$ cat src/hdl/wmd_pkg.sv
`timescale 1ns / 1ps
`default_nettype none

package wmd_pkg;

    // row length limit default
    localparam int ROW_LEN_MAX_DEF = 4096;

    // configuration register indexes
    localparam int CFG_IDX_W  = 1;
    localparam int CFG_DATA_W = 24;
    localparam logic [CFG_IDX_W-1:0] CFG_DEMOD_ENABLE = 1'd0;
    localparam logic [CFG_IDX_W-1:0] CFG_EPSILON      = 1'd1;

    // datapath widths
    localparam int W_W    = 16;
    localparam int MUL_BW = 25;
    localparam int PROD_W = W_W + MUL_BW;
    localparam int SUM_W  = 48;
    localparam int EPS_W  = 24;
    localparam int COEF_W = 24;
    localparam int RAD_W  = SUM_W + 1;

    // square root and divide unit
    localparam int ROOT_W     = 25;
    localparam int REM_W      = ROOT_W + 1;
    localparam int SUB_W      = REM_W + 2;
    localparam int QUO_W      = 29;
    localparam int SQRT_STEPS = ROOT_W;
    localparam int DIV_STEPS  = QUO_W;
    localparam int STEP_W     = 5;

    localparam logic [COEF_W-1:0] COEF_ONE = 24'd65536;
    localparam logic [COEF_W-1:0] COEF_MAX = 24'hFFFFFF;

    typedef struct packed {
        logic                  opcode;
        logic signed [W_W-1:0] weight;
        logic signed [W_W-1:0] style;
        logic                  last_in_row;
    } item_t;

    typedef struct packed {
        logic signed [W_W-1:0] out_weight;
        logic [COEF_W-1:0]     coefficient;
        logic                  coef_valid;
        logic                  saturated;
    } result_t;

    // status from the root and divide unit
    typedef struct packed {
        logic              done;
        logic              sat;
        logic [COEF_W-1:0] coef;
    } root_res_t;

endpackage

`default_nettype wire

$ cat src/hdl/wmd_root_div.sv
`timescale 1ns / 1ps
`default_nettype none

module wmd_root_div
    import wmd_pkg::*;
(
    input  wire logic             clk,
    input  wire logic             rst_n,
    input  wire logic             start,
    input  wire logic [RAD_W-1:0] radicand,
    output root_res_t             res
);

    localparam logic [1:0] PH_IDLE = 2'd0;
    localparam logic [1:0] PH_SQRT = 2'd1;
    localparam logic [1:0] PH_DIV  = 2'd2;

    logic [1:0]        ph_reg, ph_next;
    logic [STEP_W-1:0] step_reg, step_next;
    logic [RAD_W:0]    rad_reg, rad_next;
    logic [REM_W-1:0]  rem_reg, rem_next;
    logic [ROOT_W-1:0] root_reg, root_next;
    logic [QUO_W-1:0]  quo_reg, quo_next;
    logic              done_reg, done_next;
    logic              sat_reg, sat_next;
    logic [COEF_W-1:0] coef_reg, coef_next;

    logic [SUB_W-1:0]  sub_a, sub_b;
    logic [SUB_W:0]    sub_diff;
    logic              sub_ge;
    logic              num_bit;

    // single subtractor shared by root and divide steps
    assign num_bit = (step_reg == STEP_W'(DIV_STEPS - 1));

    always_comb
    begin
        case (ph_reg)
            PH_SQRT:
            begin
                sub_a = {rem_reg, rad_reg[RAD_W:RAD_W-1]};
                sub_b = {1'b0, root_reg, 2'b01};
            end
            PH_DIV:
            begin
                sub_a = {1'b0, rem_reg, num_bit};
                sub_b = {3'b000, root_reg};
            end
            default:
            begin
                sub_a = '0;
                sub_b = '0;
            end
        endcase
        sub_diff = {1'b0, sub_a} - {1'b0, sub_b};
        sub_ge   = !sub_diff[SUB_W];
    end

    // sequencer: one root digit, then one quotient bit, per cycle
    always_comb
    begin
        ph_next   = ph_reg;
        step_next = step_reg;
        rad_next  = rad_reg;
        rem_next  = rem_reg;
        root_next = root_reg;
        quo_next  = quo_reg;
        done_next = 1'b0;
        sat_next  = sat_reg;
        coef_next = coef_reg;
        case (ph_reg)
            PH_IDLE:
            begin
                if (start)
                begin
                    ph_next   = PH_SQRT;
                    step_next = STEP_W'(SQRT_STEPS - 1);
                    rad_next  = {1'b0, radicand};
                    rem_next  = '0;
                    root_next = '0;
                end
            end
            PH_SQRT:
            begin
                rad_next = {rad_reg[RAD_W-2:0], 2'b00};
                if (sub_ge)
                begin
                    rem_next  = sub_diff[REM_W-1:0];
                    root_next = {root_reg[ROOT_W-2:0], 1'b1};
                end
                else
                begin
                    rem_next  = sub_a[REM_W-1:0];
                    root_next = {root_reg[ROOT_W-2:0], 1'b0};
                end
                step_next = step_reg - 1'b1;
                if (step_reg == '0)
                begin
                    if (root_next == '0)
                    begin
                        // zero radicand saturates the coefficient
                        ph_next   = PH_IDLE;
                        done_next = 1'b1;
                        sat_next  = 1'b1;
                        coef_next = COEF_MAX;
                    end
                    else
                    begin
                        ph_next   = PH_DIV;
                        step_next = STEP_W'(DIV_STEPS - 1);
                        rem_next  = '0;
                        quo_next  = '0;
                    end
                end
            end
            PH_DIV:
            begin
                if (sub_ge)
                begin
                    rem_next = sub_diff[REM_W-1:0];
                    quo_next = {quo_reg[QUO_W-2:0], 1'b1};
                end
                else
                begin
                    rem_next = sub_a[REM_W-1:0];
                    quo_next = {quo_reg[QUO_W-2:0], 1'b0};
                end
                step_next = step_reg - 1'b1;
                if (step_reg == '0)
                begin
                    ph_next   = PH_IDLE;
                    done_next = 1'b1;
                    if (quo_next[QUO_W-1:COEF_W] != '0)
                    begin
                        sat_next  = 1'b1;
                        coef_next = COEF_MAX;
                    end
                    else
                    begin
                        sat_next  = 1'b0;
                        coef_next = quo_next[COEF_W-1:0];
                    end
                end
            end
            default:
            begin
                ph_next = PH_IDLE;
            end
        endcase
    end

    // control state
    always_ff @(posedge clk or negedge rst_n)
    begin
        if (!rst_n)
        begin
            ph_reg   <= PH_IDLE;
            done_reg <= 1'b0;
        end
        else
        begin
            ph_reg   <= ph_next;
            done_reg <= done_next;
        end
    end

    // working registers
    always_ff @(posedge clk)
    begin
        step_reg <= step_next;
        rad_reg  <= rad_next;
        rem_reg  <= rem_next;
        root_reg <= root_next;
        quo_reg  <= quo_next;
        sat_reg  <= sat_next;
        coef_reg <= coef_next;
    end

    assign res.done = done_reg;
    assign res.sat  = sat_reg;
    assign res.coef = coef_reg;

endmodule

`default_nettype wire

$ cat config.mk
export PLATFORM = sky130hd
export DESIGN_NAME = wmd_root_div
export DESIGN_NICKNAME = d
export VERILOG_FILES = /design/src/hdl/wmd_pkg.sv /design/src/hdl/wmd_root_div.sv
export SDC_FILE = /design/constraint.sdc
export NUM_CORES = 1
export LEC_CHECK = 0
export BUFFER_PORTS_ARGS = -buffer_cell sky130_fd_sc_hd__buf_2
export CORE_MARGIN = 4
export CORE_UTILIZATION = 60
export DETAILED_ROUTE_END_ITERATION = 6
export PLACE_DENSITY = 0.82
export SETUP_SLACK_MARGIN = 0.1
export SYNTH_ARGS = -nofsm -noshare
export SYNTH_HDL_FRONTEND = slang
export SYNTH_SLANG_ARGS = --single-unit
$ cat constraint.sdc
create_clock -name clk -period 8.7 [get_ports clk]
set_input_delay 1.305 -clock clk [delete_from_list [all_inputs] [get_ports clk]]
set_output_delay 1.305 -clock clk [all_outputs]
set_load 0.1 [all_outputs]
==> impl_metrics.prom <==
# TYPE chip_impl_metric gauge
chip_impl_metric{name="synth_edf_count",unit=""} 159
chip_impl_metric{name="overflow",unit=""} 0
chip_impl_metric{name="path_clk_slew",unit="ns"} 0.07
chip_impl_metric{name="post-cts-setup-buffers",unit=""} 0
chip_impl_metric{name="floorplan.core_area",unit="sq mm"} 0.0139
chip_impl_info{name="status",value="completed"} 1
chip_impl_metric{name="fin_tns_setup",unit="ns"} 0
chip_impl_metric{name="multi_input_area",unit="sq mm"} 0.00351
chip_impl_metric{name="ctsResizeCount",unit=""} 0
chip_impl_metric{name="flow.area_growth_from_synthesis",unit="%"} 12.5
chip_impl_metric{name="wire_per_inst",unit="microns"} 18.5
chip_impl_info{name="tritoncts",value="built"} 1
chip_impl_metric{name="grt_antenna_before_repair",unit=""} 0
chip_impl_metric{name="fmax",unit="MHz"} 162
chip_impl_metric{name="yosys_warning_total",unit=""} 0
chip_impl_info{name="crit_slowest_cell",value="sky130_fd_sc_hd__ha_1"} 1
chip_impl_metric{name="finalWeightedCongestion",unit=""} 0.894
chip_impl_metric{name="mappedNetlistNets",unit=""} 798
chip_impl_metric{name="post_drt_via_cell_ratio",unit=""} 6.16
chip_impl_info{name="setup_repair_after_global_routing_missed_its_margin",value="no"} 1
chip_impl_metric{name="critical_path_required",unit="ns"} 8.73
chip_impl_metric{name="max_cap_violations",unit=""} 0
chip_impl_metric{name="drcViolationCount",unit=""} 0
chip_impl_metric{name="fp-row-count",unit=""} 43
chip_impl_metric{name="worst_case_clock_buffer_depth",unit=""} 2
chip_impl_info{name="cpLargestDelayFamily",value="simple AND/OR/NAND/NOR gates"} 1
chip_impl_metric{name="postRouteWirelength",unit="microns"} 18000
chip_impl_metric{name="share_of_post_route_cells_with_drive_strength_above_1",unit="%"} 25.0
chip_impl_info{name="post-synth-top-count-cell",value="sky130_fd_sc_hd__edfxtp_1"} 1
chip_impl_metric{name="max_stage_delay",unit="ns"} 0.89
chip_impl_metric{name="initialDrtViolationCount",unit=""} 496
chip_impl_metric{name="final_setup_margin",unit="ns"} 2.53
chip_impl_metric{name="period_share",unit="%"} 70.9
chip_impl_metric{name="ff_latch_area",unit="sq mm"} 0.00485
chip_impl_metric{name="clk_latency",unit="ns"} 0.42
chip_impl_metric{name="floorplan_die_height",unit="microns"} 128
chip_impl_metric{name="post_synth_inst_count",unit=""} 713
chip_impl_metric{name="ant_nets",unit=""} 0
chip_impl_info{name="post_synth_main_area_contributors",value="sky130_fd_sc_hd__edfxtp_1 56%, sky130_fd_sc_hd__mux2_2 6.6%, sky130_fd_sc_hd__ha_1 4.7%, sky130_fd_sc_hd__and2_1 4.2%, sky130_fd_sc_hd__a21oi_1 2.9%"} 1
chip_impl_metric{name="dr_total_vias",unit=""} 5985
chip_impl_metric{name="final.min_clock_period",unit="ns"} 6.17
chip_impl_metric{name="synthesis.area",unit="sq mm"} 0.00858
chip_impl_metric{name="post-route-util",unit="%"} 69.3
chip_impl_metric{name="slew_headroom",unit="%"} 21.0
chip_impl_info{name="timing.critical_path.to_type",value="flop"} 1
chip_impl_info{name="synth_area_leader_cell",value="sky130_fd_sc_hd__edfxtp_1"} 1
chip_impl_metric{name="chipWidth",unit="microns"} 128
chip_impl_metric{name="global_route.usage.total",unit="%"} 22.5
chip_impl_metric{name="largest_reg_flops",unit=""} 50
chip_impl_metric{name="floorplan.die_area",unit="sq mm"} 0.0163
chip_impl_metric{name="vias_in_the_first_global_route",unit=""} 5942
chip_impl_metric{name="syn-mean-instance-area",unit="sq um"} 12.0
chip_impl_metric{name="port_buffers",unit=""} 77
chip_impl_metric{name="place.detailed.instances",unit=""} 939
chip_impl_metric{name="critPathBufInv",unit=""} 3
chip_impl_info{name="worstPathCellList",value="inv_1 -> ha_1 -> and2_1 -> buf_4 -> a22o_1 -> inv_1 -> fa_1 -> nand2b_1 -> a21oi_2 -> o211a_1 -> o2111ai_1 -> and3_1 -> a21oi_1 -> nand2_1 -> nand2_1"} 1
chip_impl_info{name="setup.worst_path.class",value="flop to flop"} 1
chip_impl_metric{name="cts_hold_buf",unit=""} 0
chip_impl_metric{name="cts_htree_levels",unit=""} 4
chip_impl_metric{name="cts-buffers-inserted",unit=""} 17
chip_impl_metric{name="setup_violations",unit=""} 0
chip_impl_metric{name="start_util",unit="%"} 61.6
chip_impl_metric{name="top_level_ports",unit=""} 78
chip_impl_metric{name="ys_ff_latch",unit=""} 162
chip_impl_metric{name="hold_viol_final",unit=""} 0
chip_impl_metric{name="n_fill_cell",unit=""} 972
chip_impl_metric{name="clock_tree_sinks",unit=""} 162
chip_impl_info{name="yosys-top-cells-count",value="159 x sky130_fd_sc_hd__edfxtp_1, 58 x sky130_fd_sc_hd__and2_1, 56 x sky130_fd_sc_hd__nand2_1, 50 x sky130_fd_sc_hd__mux2_2, 49 x sky130_fd_sc_hd__a21oi_1"} 1
chip_impl_metric{name="drt-pass1-iter-count",unit=""} 5
chip_impl_metric{name="worstPathArrival",unit="ns"} 6.20
chip_impl_metric{name="cp_max_fanout",unit=""} 39
chip_impl_info{name="root_buffer",value="sky130_fd_sc_hd__clkbuf_16"} 1
chip_impl_metric{name="synth.top_cell.area_share",unit="%"} 55.6
chip_impl_metric{name="dp.final_hpwl",unit="microns"} 12100
chip_impl_metric{name="ys_types",unit=""} 53
chip_impl_metric{name="insertedDiodeCount",unit=""} 0
chip_impl_metric{name="fin_nets",unit=""} 863
chip_impl_metric{name="grt_max_degree",unit=""} 84
chip_impl_info{name="synth_flop_cell",value="sky130_fd_sc_hd__edfxtp_1"} 1
chip_impl_metric{name="dp_slack",unit="ns"} 2.59
chip_impl_info{name="min-delay-path-class",value="flop to flop"} 1
chip_impl_metric{name="postSynth.asyncResetShare",unit="%"} 1.85
chip_impl_metric{name="seq_area_frac_synth",unit="%"} 56.5
chip_impl_metric{name="stdcell_count",unit=""} 971
chip_impl_metric{name="final_max_slew_viol_count",unit=""} 0
chip_impl_info{name="critical_path.startpoint_type",value="flop"} 1
chip_impl_metric{name="tightestPinTransition",unit="ns"} 1.18
chip_impl_metric{name="grt_first_pass_wirelength",unit="microns"} 29300
chip_impl_metric{name="finalClockSkew",unit="ns"} 0.00966
-- stage by stage --
step | hold slack (ns) | area, sq um
global placement | 0.508 | 9090
finish | 0.530 | 9650
global route | 0.548 | 9650
detailed placement | 0.517 | 9090
CTS | 0.533 | 9650
floorplan | 0.491 | 8580
-- layer usage --
layer / GRT usage (%) / up-vias / wire [microns]
met5: 0 / - / 0
met4: 9.43 / 0 / 503
met3: 4.68 / 44 / 1090
met2: 37.3 / 229 / 8860
met1: 29.1 / 2893 / 7530
li1: - / 2819 / -
-- placed cells by master, fill, tap and decap left out, drive strengths merged, types with 6 or more instances in the layout --
cell type,instances
a21o,12
mux2,50
ha,32
a21oi,51
and3,8
nand2,56
nor2,25
a22oi,23
o21ai,23
buf,85
nand3,13
or2,25
a31oi,7
nand3b,8
a211oi,6
edfxtp,159
nand2b,9
and2,58
xnor2,9
nor4,7
clkbuf,19
a22o,26
inv,24
-- worst paths after layout --
kind                                     startpoint                   endpoint  slack [ns]  depth (start not counted)
min reg2reg                quo_reg[1]$_SDFFCE_PP0P_  coef_reg[2]$_SDFFCE_PP1P_        0.53                          1
max reg2reg                   ph_reg[0]$_DFFE_PN0P_   quo_reg[5]$_SDFFCE_PP0P_        2.53                         15
max in group asynchronous                     rst_n      ph_reg[0]$_DFFE_PN0P_        7.91                          1
max                           ph_reg[0]$_DFFE_PN0P_   quo_reg[5]$_SDFFCE_PP0P_        2.53                         15
min in group asynchronous                     rst_n         done_reg$_DFF_PN0_        0.67                          1
min                        quo_reg[1]$_SDFFCE_PP0P_  coef_reg[2]$_SDFFCE_PP1P_        0.53                          1
-- cell type report --
| cell class | count | share of cell area (%) |
|---|---|---|
| clock buffers | 19 | 4.59 |
| clock inverters | 13 | 1.21 |
| inverters | 16 | 0.622 |
| multi-input cells | 496 | 36.4 |
| flip-flops and latches | 162 | 50.2 |
| well taps | 180 | 2.33 |
| repair buffers | 85 | 4.61 |
-- logic make-up after synthesis --
kind of cell,after synthesis,share of synthesized area [%]
fa+ha+maj,33,4.90
flops,162,56.5
buf+inv,55,2.81
simple gates,228,14.3
mux,50,6.56
compound gates,171,13.5
xor+xnor,14,1.43
Power is left out: the tool's default activity adds up to more than one toggle a clock period on the data nets, which glitch-free logic cannot reach.
