File: src/hdl/wmd_pkg.sv
`timescale 1ns / 1ps
`default_nettype none

package wmd_pkg;

    // row length limit default
    localparam int ROW_LEN_MAX_DEF = 4096;

    // configuration register indexes
    localparam int CFG_IDX_W  = 1;
    localparam int CFG_DATA_W = 24;
    localparam logic [CFG_IDX_W-1:0] CFG_DEMOD_ENABLE = 1'd0;
    localparam logic [CFG_IDX_W-1:0] CFG_EPSILON      = 1'd1;

    // datapath widths
    localparam int W_W    = 16;
    localparam int MUL_BW = 25;
    localparam int PROD_W = W_W + MUL_BW;
    localparam int SUM_W  = 48;
    localparam int EPS_W  = 24;
    localparam int COEF_W = 24;
    localparam int RAD_W  = SUM_W + 1;

    // square root and divide unit
    localparam int ROOT_W     = 25;
    localparam int REM_W      = ROOT_W + 1;
    localparam int SUB_W      = REM_W + 2;
    localparam int QUO_W      = 29;
    localparam int SQRT_STEPS = ROOT_W;
    localparam int DIV_STEPS  = QUO_W;
    localparam int STEP_W     = 5;

    localparam logic [COEF_W-1:0] COEF_ONE = 24'd65536;
    localparam logic [COEF_W-1:0] COEF_MAX = 24'hFFFFFF;

    typedef struct packed {
        logic                  opcode;
        logic signed [W_W-1:0] weight;
        logic signed [W_W-1:0] style;
        logic                  last_in_row;
    } item_t;

    typedef struct packed {
        logic signed [W_W-1:0] out_weight;
        logic [COEF_W-1:0]     coefficient;
        logic                  coef_valid;
        logic                  saturated;
    } result_t;

    // status from the root and divide unit
    typedef struct packed {
        logic              done;
        logic              sat;
        logic [COEF_W-1:0] coef;
    } root_res_t;

endpackage

`default_nettype wire

File: src/hdl/wmd_mul.sv
`timescale 1ns / 1ps
`default_nettype none

module wmd_mul
    import wmd_pkg::*;
(
    input  wire logic                     clk,
    input  wire logic signed [W_W-1:0]    op_a,
    input  wire logic signed [MUL_BW-1:0] op_b,
    output logic signed [PROD_W-1:0]      prod
);

    // shared signed multiplier with registered product
    always_ff @(posedge clk)
    begin
        prod <= op_a * op_b;
    end

endmodule

`default_nettype wire

File: config.mk
export PLATFORM = sky130hd
export DESIGN_NAME = wmd_mul
export DESIGN_NICKNAME = d
export VERILOG_FILES = /design/src/hdl/wmd_pkg.sv /design/src/hdl/wmd_mul.sv
export SDC_FILE = /design/constraint.sdc
export NUM_CORES = 1
export LEC_CHECK = 0
export BUFFER_PORTS_ARGS = -buffer_cell sky130_fd_sc_hd__buf_2
export CAP_MARGIN = 10
export CORE_MARGIN = 1.5
export CORE_UTILIZATION = 60
export CTS_CLUSTER_SIZE = 14
export DETAILED_ROUTE_END_ITERATION = 16
export PLACE_DENSITY = 0.78
export SYNTH_ARGS = -nofsm -noshare
export SYNTH_HDL_FRONTEND = slang
export SYNTH_SLANG_ARGS = --single-unit
File: constraint.sdc
create_clock -name clk -period 22.4 [get_ports clk]
set_input_delay 4.48 -clock clk [delete_from_list [all_inputs] [get_ports clk]]
set_output_delay 4.48 -clock clk [all_outputs]
set_load 0.03 [all_outputs]
==> key figures, run 1 <==
Logic synthesis
  – Seq/Total Area, Yosys: 5.35%
  – FFs w/ async S/R, synth: 0%
  – Primary FF master, synth: dfxtp_1
  – Synthesized cell area: 15300 sq um
  – Distinct cells, synth: 58
  – Ys Warns: 0
  – Average size of a mapped cell: 9.09 sq um
  – Post-Syn Instances: 1688
  – Synth Register Bits: 41
  – Number of flops mapped to enable cells by yosys: 0
  – Syn Nets: 2218

Drt
  – 1st-iter DRT viols: 576
  – Via/cell ratio: 5.43
  – Final antenna-violating net count: 0
  – DRC: 0
  – Total Wirelength: 35.4 mm
  – Drt first pass iters: 5
  – DR WL/cell: 17.3 um
  – Via count: 11100

Floorplanning
  – Num ports: 83
  – Initial core utilization: 61.1%
  – # rows: 58
  – Die Y-Extent: 163 um
  – Chip Width: 163 um
  – Core Region: 25100 sq um
  – Die area: 26500 sq um

STA
  – Setup TNS: 0 ps
  – Final hold vios: 0
  – Period utilisation layout: 48.1%
  – Worst slew pin tran: 918 ps
  – Final min period: 10780 ps
  – Final setup violating endpoints: 0
  – Slew Viols, Final: 0
  – F_max: 0.0928 GHz
  – RSZ-0062 raised after global routing: no
  – Slew HR: 37.2%

Clocking
  – Setup Fix Bufs, Post-CTS: 0
  – Clk Tree Root Cell: clkbuf_16
  – CTS tree: done
  – Clock Pin Slew Worst Setup and Hold Paths: 70 ps
  – # H-tree levels: 2
  – Clock Path Buffers: 2
  – PostCTS Resize Cnt: 0
  – CTS sink cnt: 41
  – CTS Hold Bufs: 0
  – Cts bufs inserted: 5

Global route
  – Vias in the first global route: 12200
  – Initial antenna violation count: 0
  – Grt ovf: 0
  – First-pass GRT wire length: 59.8 mm
  – Largest net degree at the start of global routing: 26
  – GRT Total Usage: 29.2%

Setup path
  – Most frequent CP cell: fa_1
  – CP required: 22600 ps
  – Slowest Stage Delay on Critical Path: 840 ps
  – Beginning of the critical path: op_a[1]
  – Crit-path max FO: 25
  – CP cell instances: buf_2 > nand2_1 > fa_1 > inv_1 > fa_1 > inv_1 > fa_1 > inv_1 > fa_1 > fa_1 > inv_1 > fa_1 > inv_1 > ha_1 > a21o_1 > a21o_1 > a2111oi_0 > o21ai_0 > o211ai_2 > a21oi_4 > a311o_1
  – Crit Path Category: input pin to flop
  – Worst path arrival time: 10970 ps
  – Slowest-stage cell, CP: a2111oi_0
  – Startpoint types: input pin
  – Nature of the critical path endpoint: flop

Final layout
  – Multi-input gate area in the final layout: 12600 sq um
  – Largest register FFs: 41
  – Ant diodes: 0
  – Regs by FF count: prod x41
  – Syn-to-layout area delta: 5.04%
  – Register Area: 821 sq um
  – Share of cells above drive strength 1: 6.48%
  – Fin nets: 2243
  – Fill cells: 2055
  – Reg with most FFs: prod

Place
  – PortBufs: 82
  – Final Wtd Congestion: 0.905
  – Detailed Place HPWL: 28.5 mm

Worst hold path
  – Hold endpoint: prod[0]
  – Hold path cells: 2
  – Min-delay src: op_b[0]
  – Worst Hold Class: input pin to flop

Run
  – MaxCap Viol Count: 0

Outcome
  – Status: completed
critical path: cells and delay by family:
family	cells	cell delay [ps]
buf+inv	6	710
fa+ha+maj	7	3400
simple gates	1	190
compound gates	7	2160
cell usage after synthesis, types with 2 or more instances:
cell type    n  area share [%]
nand2b_1     8            0.33
clkbuf_1    64             1.6
and2_1     162             6.6
nor2_1      43             1.1
o21ai_1      3           0.098
nand4_1      2           0.082
fa_1       388              51
nor4_1       3            0.12
a311oi_1     2            0.11
nor3_1       4            0.13
and4_4       2            0.15
a31oi_1      3            0.12
o21a_1       3            0.15
a311o_1      2            0.13
nor2b_1      5            0.20
o211ai_2     2            0.16
a21o_1      13            0.64
nand2_1    233             5.7
o31ai_1      2           0.098
a211o_1      2            0.11
o21bai_1     4            0.20
and3_1       2           0.082
xnor2_1     30             1.7
ha_1       100             8.2
o211ai_1     3            0.15
xor2_1      13            0.74
dfxtp_1     41             5.3
a211oi_1     4            0.20
nand3_1      5            0.16
inv_1      458              11
a21oi_1     36             1.2
o21ai_0     19            0.62
a211oi_2     2            0.16
kinds of logic after synthesis:
logic type | Yosys count | synth area share (%)
buffers and inverters | 523 | 12.8
adder cells (fa/ha/maj) | 488 | 58.8
AND/OR/NAND/NOR | 478 | 15.2
AO/OA/AOI/OAI | 115 | 5.43
XOR/XNOR | 43 | 2.45
flip-flops | 41 | 5.35
through the flow:
stage	setup slack, ps	cells	hold slack, ps	utilization [%]	area [sq um]
finish	11620	2044	4660	64.2	16100
global route	11340	2044	4670	64.2	16100
CTS	11580	2044	4650	64.2	16100
detailed placement	11270	2036	4910	63.4	15900
global placement	11350	2036	4910	63.4	15900
floorplan	12260	1688	4610	-	15300
layout make-up:
cell class	instances	share of cell area (%)
clock inverter	3	0.427
sequential	41	5.09
timing repair buffer	83	2.59
inverter	458	10.7
multi-input combinational	1124	77.9
tap	330	2.56
clock buffer	5	0.776
layout by cell type, fill, tap and decap left out, types with 3 or more instances in the layout:
cell type  instances
o21ai_0           19
nand3_1            5
a211oi_1           4
inv_1            458
o211ai_1           3
nand2b_1           8
nor2_1            43
nor4_1             3
nor2b_1            5
o21bai_1           4
xnor2_1           30
a31oi_1            3
dfxtp_1           41
and2_1           162
ha_1             100
fa_1             388
nand2_1          233
clkbuf_16          5
nor3_1             4
a21oi_1           36
xor2_1            13
buf_2             82
o21ai_1            3
o21a_1             3
a21o_1            13
worst max-delay path by stage:
stage	endpoint	slack, ps
after floorplan	prod[33]	12260
after global placement	prod[38]	11350
after detailed placement	prod[38]	11270
after CTS	prod[38]	11580
after global routing	prod[40]	11340
final	prod[38]	11620
routing by layer:
metal  share of wire (%)  global-route usage (%)  up-vias
met5                   0                       0        -
met4                 5.0                    14.2        0
met3                 5.4                    2.70      110
met2                  51                    51.9      412
met1                  38                    35.8     5659
li1                    -                       -     4909
Power of run 1 is left out: the tool's default activity adds up to more than one toggle a clock period on the data nets, which glitch-free logic cannot reach.
==> run 2, diff against run 1 <==
clock period = 10.75 ns   (was 22.4 ns; I/O delays follow)
==> key figures, run 2 (same netlist as run 1, synthesis figures left out) <==
Setup path
  – Startpoint types: input pin
  – Nature of the critical path endpoint: flop
  – Crit Path Category: input pin to flop
  – Crit-path max FO: 25 (unchanged)
  – CP required: 10950 ps (-11650 ps)
  – Worst path arrival time: 8610 ps (-2360 ps)
  – Beginning of the critical path: op_a[1]

Drt
  – Met1 WL: 13.2 mm (-2.0%)
  – DR WL/cell: 17.3 um (-0.47%)
  – Via/cell ratio: 5.47 (+0.79%)
  – Via count: 11200 (+0.79%)
  – Metal2 WL: 18.1 mm (-0.70%)
  – Total Wirelength: 35.3 mm (-0.47%)
  – Final antenna-violating net count: 0 (unchanged)
  – 1st-iter DRT viols: 735 (+28%)
  – Drt first pass iters: 5 (unchanged)
  – DR top layer: met4
  – Met3 Wirelength: 2.07 mm (+7.2%)
  – DRC: 0 (unchanged)

Worst hold path
  – Hold path cells: 2 (unchanged)
  – Hold endpoint: prod[0]
  – Min-delay src: op_b[0]
  – Worst Hold Class: input pin to flop

Clocking
  – # H-tree levels: 2 (unchanged)
  – CTS Hold Bufs: 0 (unchanged)
  – CTS sink cnt: 41 (unchanged)
  – Setup Fix Bufs, Post-CTS: 0 (unchanged)
  – Cts bufs inserted: 5 (unchanged)
  – Clock Path Buffers: 2 (unchanged)
  – CTS tree: done
  – PostCTS Resize Cnt: 0 (unchanged)
  – Clk Tree Root Cell: clkbuf_16
  – Clock Pin Slew Worst Setup and Hold Paths: 80 ps (about the same)

Final layout
  – Share of cells above drive strength 1: 6.48% (unchanged)
  – Reg with most FFs: prod
  – Syn-to-layout area delta: 5.04% (unchanged)
  – Regs by FF count: prod x41
  – Fin nets: 2243 (unchanged)
  – Finished Cell Area: 16100 sq um (unchanged)
  – Commonest non-fill, non-tap cell in the layout: inv_1
  – Largest register FFs: 41 (unchanged)
  – Leading cell types in the layout, fill and taps excluded: inv_1 (458), fa_1 (388), nand2_1 (233), and2_1 (162), ha_1 (100)
  – Ant diodes: 0 (unchanged)

Place
  – Final Wtd Congestion: 0.907 (+0.20%)
  – PortBufs: 82 (unchanged)
  – Placed Instance Area: 15900 sq um (unchanged)
  – Detailed Place HPWL: 28.4 mm (-0.34%)

STA
  – Final min period: 8420 ps
  – Final hold vios: 0 (unchanged)
  – Final setup violating endpoints: 0 (unchanged)
  – Slew Viols, Final: 0 (unchanged)
  – Worst slew pin tran: 858 ps (-60.3 ps)
  – Period utilisation layout: 78.3%
  – Slew HR: 41.3% (+4.1 points)
  – Setup TNS: 0 ps (unchanged)
  – RSZ-0062 raised after global routing: no
  – F_max: 0.119 GHz

Global route
  – Initial antenna violation count: 0 (unchanged)
  – GRT Total Usage: 29.2% (-0.041 points)
  – Grt ovf: 0 (unchanged)
  – First-pass GRT wire length: 60.0 mm (+0.28%)
  – Vias in the first global route: 12100 (-0.51%)
  – Largest net degree at the start of global routing: 26 (unchanged)

Floorplanning
  – Initial core utilization: 61.1% (unchanged)
  – Chip Width: 163 um (unchanged)
  – Core Region: 25100 sq um (unchanged)
  – Die area: 26500 sq um (unchanged)
  – Num ports: 83 (unchanged)
  – # rows: 58 (unchanged)
  – Die Y-Extent: 163 um (unchanged)

Run
  – MaxCap Viol Count: 0 (unchanged)

Outcome
  – Status: completed
run 2: metrics by stage:
stage	hold slack, ps	setup slack [ps]	utilization [%]	instances
2_1_floorplan	2280	2940	-	1688
3_3_place_gp	2580	2040	63.4	2036
3_5_place_dp	2580	1980	63.4	2036
4_1_cts	2340	2270	64.2	2044
5_1_grt	2340	2030	64.2	2044
6_report	2340	2330	64.2	2044
run 2: worst max-delay path: stages:
cell,delay (ps)
buf_2,440
nand2_1,180
inv_1,160
fa_1,460
fa_1,560
inv_1,60
fa_1,500
inv_1,50
fa_1,480
fa_1,490
inv_1,50
fa_1,470
inv_1,40
ha_1,350
a21o_1,200
a21o_1,200
a2111oi_0,790
o21ai_0,220
o211ai_2,290
a21oi_4,120
a311o_1,330
run 2: area by class of cell:
| type | instances | area [sq um] |
|---|---|---|
| inverters | 458 | 1720 |
| well taps | 330 | 413 |
| fillers | 2101 | 8990 |
| clock inverters | 3 | 68.8 |
| multi-input cells | 1124 | 12600 |
| flip-flops and latches | 41 | 821 |
| clock buffers | 5 | 125 |
| repair buffers | 83 | 418 |
run 2: worst max path at each step:
stage | slack (ps) | end | cells after the start
2_1_floorplan | 2940 | prod[33] | 23
3_3_place_gp | 2040 | prod[38] | 21
3_5_place_dp | 1980 | prod[38] | 21
4_1_cts | 2270 | prod[38] | 21
5_1_grt | 2030 | prod[38] | 21
6_report | 2330 | prod[38] | 21
run 2: layer usage:
layer	vias up	global-route usage (%)
met3	117	3.13
met4	0	14.7
met2	451	51.2
met5	-	0
li1	4897	-
met1	5713	35.8
Power of run 2 is left out for the same reason.
==> run 3, diff against run 2 <==
ABC_AREA = 1   (was unset)
clock period = 8 ns   (was 10.75 ns; I/O delays follow)
==> key figures, run 3 <==
Setup path
  – CP cell instances: buf_2 > nand2_1 > inv_1 > fa_1 > fa_1 > inv_1 > fa_1 > inv_1 > fa_1 > inv_1 > fa_1 > fa_1 > inv_1 > ha_1 > inv_1 > nor3_1 > nand2_1 > nor2_2 > nand3_1 > nand3b_1 > nand2_1 > nand2_1
  – Crit Path Category: input pin to flop
  – Worst path arrival time: 7390 ps (-1220 ps)
  – CP required: 8240 ps (-2710 ps)
  – Crit-path max FO: 25 (unchanged)
  – Nature of the critical path endpoint: flop
  – Slowest Stage Delay on Critical Path: 820 ps (+30 ps)
  – Slowest-stage cell, CP: fa_1
  – Startpoint types: input pin
  – Beginning of the critical path: op_a[3]
  – Critical Path End: prod[40]

Global route
  – Grt ovf: 0 (unchanged)
  – Initial antenna violation count: 0 (unchanged)
  – GRT Total Usage: 31.0% (+1.8 points)
  – First-pass GRT wire length: 69.7 mm (+16%)
  – Largest net degree at the start of global routing: 26 (unchanged)
  – Vias in the first global route: 14500 (+19%)

Logic synthesis
  – Top cell type's share of synthesized area: 47.0% (-3.7 points)
  – Average size of a mapped cell: 7.55 sq um (-17%)
  – Distinct cells, synth: 31 (-47%)
  – Primary FF master, synth: dfxtp_1
  – Synthesized cell area: 16500 sq um (+7.8%)
  – Syn Nets: 2722 (+23%)
  – Number of flops mapped to enable cells by yosys: 0 (unchanged)
  – Most frequent cells after synthesis: inv_1 (703), nand2_1 (607), fa_1 (388)
  – Top-count cell post-synth: inv_1
  – Seq/Total Area, Yosys: 4.96% (-0.39 points)
  – Post-Syn Instances: 2192 (+30%)
  – Post-synth top area cell: fa_1
  – Synth Register Bits: 41 (unchanged)
  – FFs w/ async S/R, synth: 0% (unchanged)
  – Ys Warns: 0 (unchanged)
  – Largest cells by area after synthesis: fa_1 (47%), inv_1 (16%), nand2_1 (14%)

Drt
  – Final antenna-violating net count: 0 (unchanged)
  – 1st-iter DRT viols: 963 (+31%)
  – Drt first pass iters: 5 (unchanged)
  – Via count: 13000 (+16%)
  – Via/cell ratio: 5.13 (-6.2%)
  – DR WL/cell: 16.1 um (-6.9%)
  – DRC: 0 (unchanged)
  – Total Wirelength: 40.7 mm (+15%)

Clocking
  – Cts bufs inserted: 5 (unchanged)
  – Clock Pin Slew Worst Setup and Hold Paths: 60 ps (-20 ps)
  – Setup Fix Bufs, Post-CTS: 0 (unchanged)
  – PostCTS Resize Cnt: 0 (unchanged)
  – Clock Path Buffers: 2 (unchanged)
  – CTS Hold Bufs: 0 (unchanged)
  – CTS tree: done
  – # H-tree levels: 2 (unchanged)
  – Clk Tree Root Cell: clkbuf_16
  – CTS sink cnt: 41 (unchanged)

Floorplanning
  – Die Y-Extent: 169 um (+3.8%)
  – Num ports: 83 (unchanged)
  – Die area: 28600 sq um (+7.7%)
  – # rows: 60 (+3.4%)
  – Initial core utilization: 61.2% (+0.096 points)
  – Core Region: 27000 sq um (+7.6%)
  – Chip Width: 169 um (+3.8%)

STA
  – Period utilisation layout: 89.3%
  – F_max: 0.140 GHz
  – Slew Viols, Final: 0 (unchanged)
  – RSZ-0062 raised after global routing: no
  – Final setup violating endpoints: 0 (unchanged)
  – Setup TNS: 0 ps (unchanged)
  – Final min period: 7150 ps
  – Final hold vios: 0 (unchanged)
  – Slew HR: 56.2% (+15 points)
  – Worst slew pin tran: 656 ps (-201 ps)

Place
  – PortBufs: 82 (unchanged)
  – Detailed Place HPWL: 34.6 mm (+22%)
  – Final Wtd Congestion: 0.898 (-0.96%)
  – Placed Instance Area: 17100 sq um (+7.1%)

Final layout
  – Share of cells above drive strength 1: 6.02% (-0.46 points)
  – Finished Cell Area: 17200 sq um (+6.7%)
  – Largest register FFs: 41 (unchanged)
  – Ant diodes: 0 (unchanged)
  – Fin nets: 2722 (+21%)
  – Regs by FF count: prod x41
  – Commonest non-fill, non-tap cell in the layout: inv_1
  – Reg with most FFs: prod
  – Util after Layout: 63.6% (-0.55 points)
  – Leading cell types in the layout, fill and taps excluded: inv_1 (703), nand2_1 (607), fa_1 (388), ha_1 (100), nor2_1 (88)
  – Syn-to-layout area delta: 3.97%

Outcome
  – Status: completed

Run
  – MaxCap Viol Count: 0 (unchanged)

Worst hold path
  – Worst Hold Class: input pin to flop
run 3: metal layers:
layer | track usage (%) | wire, um | vias to the layer above
met2 | 57.5 | 21300 | 464
met3 | 3.48 | 2420 | 96
met4 | 10.4 | 1320 | 0
met1 | 37.7 | 15700 | 6405
li1 | - | - | 6033
met5 | 0 | 0 | -
run 3: cell type report:
class                           count  area, sq um
Multi-Input combinational cell   1353        12700
Fill cell                        2384         9830
Inverter                          705         2650
Sequential cell                    41          821
Timing Repair Buffer               86          440
Tap cell                          341          427
Clock buffer                        6          129
Clock inverter                      2         10.0
run 3: worst min-delay path by stage:
stage	start	end	slack, ps	cells past startpoint
finish	op_b[0]	prod[0]	1720	3
CTS	op_b[0]	prod[0]	1720	3
global route	op_b[0]	prod[0]	1770	3
detailed placement	op_b[0]	prod[0]	2030	3
global placement	op_b[0]	prod[0]	2020	3
floorplan	op_b[0]	prod[0]	1700	2
run 3: kinds of logic (layout without fill, tap and decap cells):
| logic type | after synthesis | count (layout) | synth area share (%) |
|---|---|---|---|
| xor+xnor | 26 | 26 | 1.38 |
| compound gates | 53 | 53 | 1.81 |
| flops | 41 | 41 | 4.96 |
| fa+ha+maj | 488 | 488 | 54.5 |
| buf+inv | 798 | 799 | 18.1 |
| simple gates | 786 | 786 | 19.2 |
run 3: stage by stage:
| stage | std cells | setup slack [ps] | hold WS [ps] |
|---|---|---|---|
| 6_report | 2534 | 853 | 1720 |
| 3_5_place_dp | 2526 | 602 | 2030 |
| 5_1_grt | 2534 | 474 | 1770 |
| 3_3_place_gp | 2526 | 820 | 2020 |
| 2_1_floorplan | 2192 | 1070 | 1700 |
| 4_1_cts | 2534 | 909 | 1720 |
run 3: critical path, delay by kind of cell:
family | cells | cell delay, ps
adder cells (fa/ha/maj) | 7 | 3720
buffers and inverters | 7 | 1040
AND/OR/NAND/NOR | 8 | 1010
Power of run 3 is left out for the same reason.
